<file path="config.mk">
export PLATFORM = sky130hd
export DESIGN_NAME = aobc_qmul
export DESIGN_NICKNAME = d
export VERILOG_FILES = /design/src/advective_outflow_bc_coeffs_defines.svh /design/src/aobc_pkg.sv /design/src/aobc_qmul.sv
export SDC_FILE = /design/constraint.sdc
export NUM_CORES = 2
export LEC_CHECK = 0
export BUFFER_PORTS_ARGS = -buffer_cell sky130_fd_sc_hd__buf_2
export CAP_MARGIN = 20
export CORE_UTILIZATION = 50
export DETAILED_ROUTE_END_ITERATION = 10
export HOLD_SLACK_MARGIN = 0.1
export PLACE_DENSITY = 0.66
export RECOVER_POWER = 25
export SETUP_SLACK_MARGIN = 0.5
export SYNTH_ARGS = -nofsm -noshare
export SYNTH_HDL_FRONTEND = slang
export SYNTH_SLANG_ARGS = --single-unit
</file>
<file path="constraint.sdc">
create_clock -name clk -period 10.09 [get_ports clk]
set_clock_uncertainty 0.2 [all_clocks]
set_input_delay 1.009 -clock clk [delete_from_list [all_inputs] [get_ports clk]]
set_output_delay 1.009 -clock clk [all_outputs]
set_load 0.01 [all_outputs]
</file>
<file path="src/advective_outflow_bc_coeffs_defines.svh">
// Assertion macros shared by the advective outflow boundary coefficient block.
`ifndef ADVECTIVE_OUTFLOW_BC_COEFFS_DEFINES_SVH
`define ADVECTIVE_OUTFLOW_BC_COEFFS_DEFINES_SVH

// Same-cycle implication, disabled while reset is asserted.
`define AOBC_ASSERT(lbl, ck, rn, pre, post, msg) \
  lbl: assert property (@(posedge ck) disable iff (!rn) (pre) |-> (post)) \
    else $error(msg);

// Next-cycle implication, disabled while reset is asserted.
`define AOBC_ASSERT_NXT(lbl, ck, rn, pre, post, msg) \
  lbl: assert property (@(posedge ck) disable iff (!rn) (pre) |=> (post)) \
    else $error(msg);

`endif

</file>
<file path="src/aobc_pkg.sv">
// Shared constants for the advective outflow boundary coefficient block.
package aobc_pkg;

  localparam int FRAC = 16;                         // Q16.16 fraction bits
  localparam int VW   = 47;                         // internal unsigned value width

  localparam logic [VW-1:0] CAP        = {VW{1'b1}};
  localparam logic [VW-1:0] ONE_Q      = VW'(65536);
  localparam logic [VW-1:0] ONE_HALF_Q = VW'(98304);

  localparam logic [16:0] VF_ONE = 17'h1_0000;

  // Backward base is old + floor((old - older)/3). The difference is offset by
  // 3*2^31 to stay nonnegative, divided by a reciprocal multiply (ceil(2^35/3),
  // then >> 35) and the 2^31 left by the offset is taken off again.
  localparam logic [33:0] B3_OFS   = 34'h1_8000_0000;
  localparam logic [33:0] B3_RECIP = 34'h2_AAAA_AAAB;
  localparam logic [32:0] B3_BIAS  = 33'h0_8000_0000;

  localparam int CFG_AW = 5;

  localparam logic [2:0] REG_TIME_STEP        = 3'd0;
  localparam logic [2:0] REG_TIME_SCHEME      = 3'd1;
  localparam logic [2:0] REG_RELAX_LENGTH     = 3'd2;
  localparam logic [2:0] REG_FAR_VALUE        = 3'd3;
  localparam logic [2:0] REG_INLET_OUTLET_ON  = 3'd4;
  localparam logic [2:0] REG_SUPERCRITICAL_ON = 3'd5;
  localparam logic [2:0] REG_FLUX_IS_MASS     = 3'd6;

  localparam logic [1:0] SCH_EULER    = 2'd0;
  localparam logic [1:0] SCH_CRANK    = 2'd1;
  localparam logic [1:0] SCH_BACKWARD = 2'd2;
  localparam logic [1:0] SCH_STEADY   = 2'd3;

  localparam logic [30:0] TIME_STEP_RST = 31'd65536;

endpackage

</file>
<file path="src/aobc_qmul.sv">
// Two-stage saturating Q16.16 multiplier, operand a split in two halves.
module aobc_qmul #(
  parameter int AW = 47,
  parameter int BW = 31,
  parameter int PW = 1
) (
  input  logic          clk,
  input  logic          rst_n,
  input  logic          en,
  input  logic          vld_i,
  input  logic [AW-1:0] a_i,
  input  logic [BW-1:0] b_i,
  input  logic [PW-1:0] pay_i,
  output logic          vld_o,
  output logic [AW-1:0] p_o,
  output logic [PW-1:0] pay_o
);

  localparam int LW = (AW + 1) / 2;
  localparam int HW = AW - LW;
  localparam int SW = AW + BW;
  localparam int RW = SW - aobc_pkg::FRAC;

  logic             vld1_r;
  logic             vld2_r;
  logic [LW+BW-1:0] pl_r;
  logic [HW+BW-1:0] ph_r;
  logic [PW-1:0]    pay1_r;
  logic [PW-1:0]    pay2_r;
  logic [SW-1:0]    sum;
  logic [RW-1:0]    shr;
  logic [AW-1:0]    p_nxt;
  logic [AW-1:0]    p_r;

  always_ff @(posedge clk) begin
    if (!rst_n) begin
      vld1_r <= 1'b0;
      vld2_r <= 1'b0;
    end else if (en) begin
      vld1_r <= vld_i;
      vld2_r <= vld1_r;
    end
  end

  always_ff @(posedge clk) begin
    if (en) begin
      pl_r   <= a_i[LW-1:0] * b_i;
      ph_r   <= a_i[AW-1:LW] * b_i;
      pay1_r <= pay_i;
      p_r    <= p_nxt;
      pay2_r <= pay1_r;
    end
  end

  assign sum   = {ph_r, {LW{1'b0}}} + SW'(pl_r);
  assign shr   = sum[SW-1:aobc_pkg::FRAC];
  // Anything above the value width saturates to all ones.
  assign p_nxt = (|shr[RW-1:AW]) ? {AW{1'b1}} : shr[AW-1:0];

  assign vld_o = vld2_r;
  assign p_o   = p_r;
  assign pay_o = pay2_r;

endmodule

</file>
# --- After elaboration in Yosys (flattened, before gate mapping) ---
# Cells that the tools add are included.
word_totals:
  register_bits: 160
  elab_cells: 11
  output_inout_bits: 49
  in_bits: 83
op_classes:
  n_reduce_logical: 1
  n_addsub: 1
  n_mul: 2
op_table:
  columns: ["op", "count"]
  rows:
  - ["adder 78 x 55 -> 78 bit", 1]
  - ["multiplier 24 x 31 -> 55 bit", 1]
  - ["multiplier 23 x 31 -> 54 bit", 1]
  - ["OR reduction 15 bit", 1]

# --- Longest topological paths before layout ---
depth:
  depth_word: 2
  depth_mapped: 28
  ltp_nobuf: 26

# --- Least setup slack after synthesis ---
# OpenSTA, ideal clock, no wires.
synth_timing:
  path_type: "input port to flip-flop"
  startpoint: "input b_i[10]"
  endpoint: "register ph_r[53], data pin"
  t_required_ps: 9630
  slack_ps: 1865
  setup_time_ps: 260
  path_stages: 27
  path_buffers: 3
  arrival_ps: 7766
  path_cell_list: "clkbuf_1 clkbuf_1 nand2_1 fa_1 fa_1 inv_1 fa_1 inv_1 fa_1 inv_1 fa_1 fa_1 inv_1 fa_1 inv_1 ha_1 clkbuf_1 nand3_1 nor3_1 o2111ai_1 a31oi_1 a41oi_1 o31ai_1 a211oi_1 o31ai_1 a21oi_1 xnor2_1"
synth_between:
  elab_chain_len: 1
synth_rtl:
  columns: ["item", "line_no", "rtl"]
  rows:
  - ["from (decl)", "aobc_qmul.sv:12", "input logic [BW-1:0] b_i,"]
  - ["multiplier 23 x 31 -> 54 bit", "aobc_qmul.sv:48", "ph_r <= a_i[AW-1:LW] * b_i;"]
  - ["to (signal assigned)", "aobc_qmul.sv:48", null]
  - ["to (decl)", "aobc_qmul.sv:27", "logic [HW+BW-1:0] ph_r;"]
# Every way passes these cells.
# A chain may end at the register's enable or synchronous reset.

# --- Final worst setup path ---
layout_timing:
  startpoint: "input b_i[0]"
  endpoint: "register pl_r[53], data pin"
layout_between:
  elab_chain_len: 1
layout_rtl:
  columns: ["item", "line_no", "rtl"]
  rows:
  - ["multiplier 24 x 31 -> 55 bit", "aobc_qmul.sv:47", "pl_r <= a_i[LW-1:0] * b_i;"]
  - ["to (signal assigned)", "aobc_qmul.sv:47", null]
  - ["to (decl)", "aobc_qmul.sv:26", "logic [LW+BW-1:0] pl_r;"]
# Every way passes these cells.

==> metrics.txt <==
status complete, but fails checks; failing checks max-capacitance violations, max-slew violations; period utilization 93.4%; final hold violations 0; count of cell types in the netlist 82; vias in the first global route 41139; DR vias/cell 5.42; largest family of logic cells by synthesized area adder cells; Die Y 328 um; Worst Path Arrival 9.47 ns; Syn. warnings 0; grt total ovfl 0; IO buf count 131; Worst setup EP type register; top cell type's share of synthesized area 46.8%; pin count of the biggest net entering global routing 78; worst hold path type register to register; Num Clock Sinks 144; startpoint types input pin; Slew headroom -215%; area leader, netlist fa_1; Max Fclk 106 MHz; die area 107000 um2; Root Buffer clkbuf_16; metal2 WL 71000 um; Synth Area in Simple Gates 17.1%; final worst path period need 9.43 ns; Crit Path Class input pin to register; footprint of the multi-input gates 42500 um2; Seq/Total Area, Yosys 8.11%; fraction of registers with async set/reset 0%; Avg WL per Cell 20.2 um; antenna violations before repair 9; top post-synthesis cells by area fa_1, inv_1, ha_1, and2_1, edfxtp_1; CTS tree built; # IOs 132; gr usage total 27.7%; Core Rows 119; # resized after CTS 0; Die X 328 um; critical path required time 10.14 ns; nets 7373; DR DRC count 0; synth cell count leaders inv_1, fa_1, nand2_1; Compound-Gate Fraction of Synth Area 4.69%; mux cell area share after synthesis 0.118%; top sig layer met5; Synth Flop Type edfxtp_1; DR pass1 iterations 6; initial drt markers 2858; Synth Area in XOR/XNOR 2.08%; cell count after synthesis 5771; routed vias 38315; Post-DRT Antenna Nets 0; hold path depth 0; Cell Area, Synth 53100 um2; hpwl dp 114000 um; CORE AREA 105000 um2; Seq cells post-synth 144; H-tree levels 4; initial core utilization 50.4%; RSZ-0062 raised after global routing false; CP Max Fanout 38; Clock Tree Buf Depth 2; clock-pin transition on the worst setup and hold timing paths 0.07 ns; RePlAce Congestion 0.932; FF/Latch Area 4300 um2; final setup vio count 0; Post-Route Setup TNS 0 ns; Inserted Clock Buffers 17; Post-synth EDFFs 142; first-pass GRT wire length 228000 um; net count after synthesis 7484; average cell area after synthesis 9.20 um2; hold-fix buffers at CTS 0; DRT Wirelength 143000 um; worst slew pin tran 4.72 ns; Worst-Skew Late Latency 0.49 ns; Max Slew Vio Count 117; Fillers 9672; Post-CTS Setup Inserts 0; met3 wire length 9550 um; Post-Synth Adder-Cell Area 56.0%; number of max-cap violations 2; reg2reg path depth 14; layout cells sized above 1 4.79%; Met1 Routed Length 58600 um; cell with the most instances after synthesis inv_1; area grow syn2layout 4.29%
-- area by class of cell --
| cell class | count | share of cell area [%] |
|---|---|---|
| Multi-Input combinational cell | 3961 | 76.7 |
| Inverter | 1342 | 9.10 |
| Sequential cell | 144 | 7.77 |
| Tap cell | 1391 | 3.14 |
| Timing Repair Buffer | 194 | 2.13 |
| Clock buffer | 17 | 0.768 |
| Clock inverter | 15 | 0.362 |
| Antenna cell | 6 | 0.0271 |
-- critical path: stages --
cell and delay (ns):
clkbuf_1 1.67, nand2_1 0.20, fa_1 0.62, inv_1 0.05, ha_1 0.21, fa_1 0.36, inv_1 0.09, fa_1 0.41
inv_1 0.09, fa_1 0.41, fa_1 0.49, inv_1 0.05, fa_1 0.47, inv_1 0.04, ha_1 0.38, and3_1 0.24
nand4_1 0.11, o31ai_1 0.83, a31oi_1 0.17, buf_4 0.25, o211ai_1 0.21, o211ai_1 0.23, o311ai_0 0.56, a21oi_1 0.16
xnor2_1 0.14
-- layout by cell type (no fill, tap or decap), types with 5 or more instances in the layout --
cell | Yosys | final
a41oi_1 | 5 | 5
nand2_1 | 855 | 855
o21bai_1 | 14 | 14
and3_1 | 22 | 22
clkbuf_16 | 0 | 17
inv_1 | 1342 | 1342
fa_1 | 1242 | 1242
a21oi_1 | 114 | 114
nand2_2 | 31 | 31
nor2_1 | 77 | 77
buf_2 | 3 | 125
edfxtp_1 | 142 | 142
nor3_1 | 18 | 18
xor2_1 | 39 | 39
diode_2 | 0 | 6
o211ai_1 | 7 | 7
a31oi_1 | 16 | 16
o21ai_0 | 64 | 64
a21o_1 | 52 | 52
or3_1 | 8 | 8
nand2b_1 | 14 | 14
nand4_1 | 26 | 26
nor2b_1 | 15 | 15
or2_2 | 5 | 5
clkbuf_1 | 316 | 6
nand3_1 | 31 | 31
a211oi_1 | 17 | 17
a221oi_1 | 6 | 6
o21a_1 | 16 | 16
and2_1 | 696 | 696
and4_1 | 9 | 9
buf_4 | 0 | 59
ha_1 | 388 | 388
xnor2_1 | 87 | 87
o31ai_1 | 11 | 11
-- cell families (layout without fill, tap and decap cells) --
| family | count (synthesis) | in the layout |
|---|---|---|
| AOI/OAI and AO/OA | 376 | 376 |
| other | 0 | 6 |
| buffers and inverters | 1666 | 1568 |
| and+or+nand+nor | 1823 | 1823 |
| adders and majority gates | 1630 | 1630 |
| muxes | 6 | 6 |
| DFF | 144 | 144 |
| xor gates and xnor gates | 126 | 126 |
-- final timing paths --
kind / start / endpoint / slack (ns)
setup / recovery: b_i[0] / pl_r[53] / 0.66
hold reg to reg: pay1_r / pay_o / 0.22
setup reg to reg: pl_r[24] / p_o[0] / 5.32
hold / removal: pay1_r / pay_o / 0.22
-- state kept, by name, summed over array words and instances (netlist names) --
name and cells:
p_o 47, pay1_r 1, pay_o 1, ph_r 54, pl_r 39, vld1_r 1
vld_o 1
-- metal layers --
metal	vias up	track usage, %
met5	-	0
met4	2	8.21
met3	216	3.55
met2	1392	47.0
met1	19985	37.0
li1	16720	-
-- stage by stage --
| step | hold WS, ns | cells | util [%] | cell area, um2 | setup slack, ns |
|---|---|---|---|---|---|
| after floorplan | 0.200 | 5771 | - | 53100 | 1.86 |
| after global placement | 0.213 | 7031 | 52.0 | 54700 | 0.789 |
| after detailed placement | 0.205 | 7031 | 52.0 | 54700 | 0.614 |
| after CTS | 0.218 | 7063 | 52.6 | 55300 | 1.14 |
| after global routing | 0.222 | 7069 | 52.6 | 55400 | 0.371 |
| final | 0.216 | 7070 | 52.6 | 55400 | 0.665 |
Power is left out: the tool's default activity adds up to more than one toggle a clock period on the data nets, which glitch-free logic cannot reach.
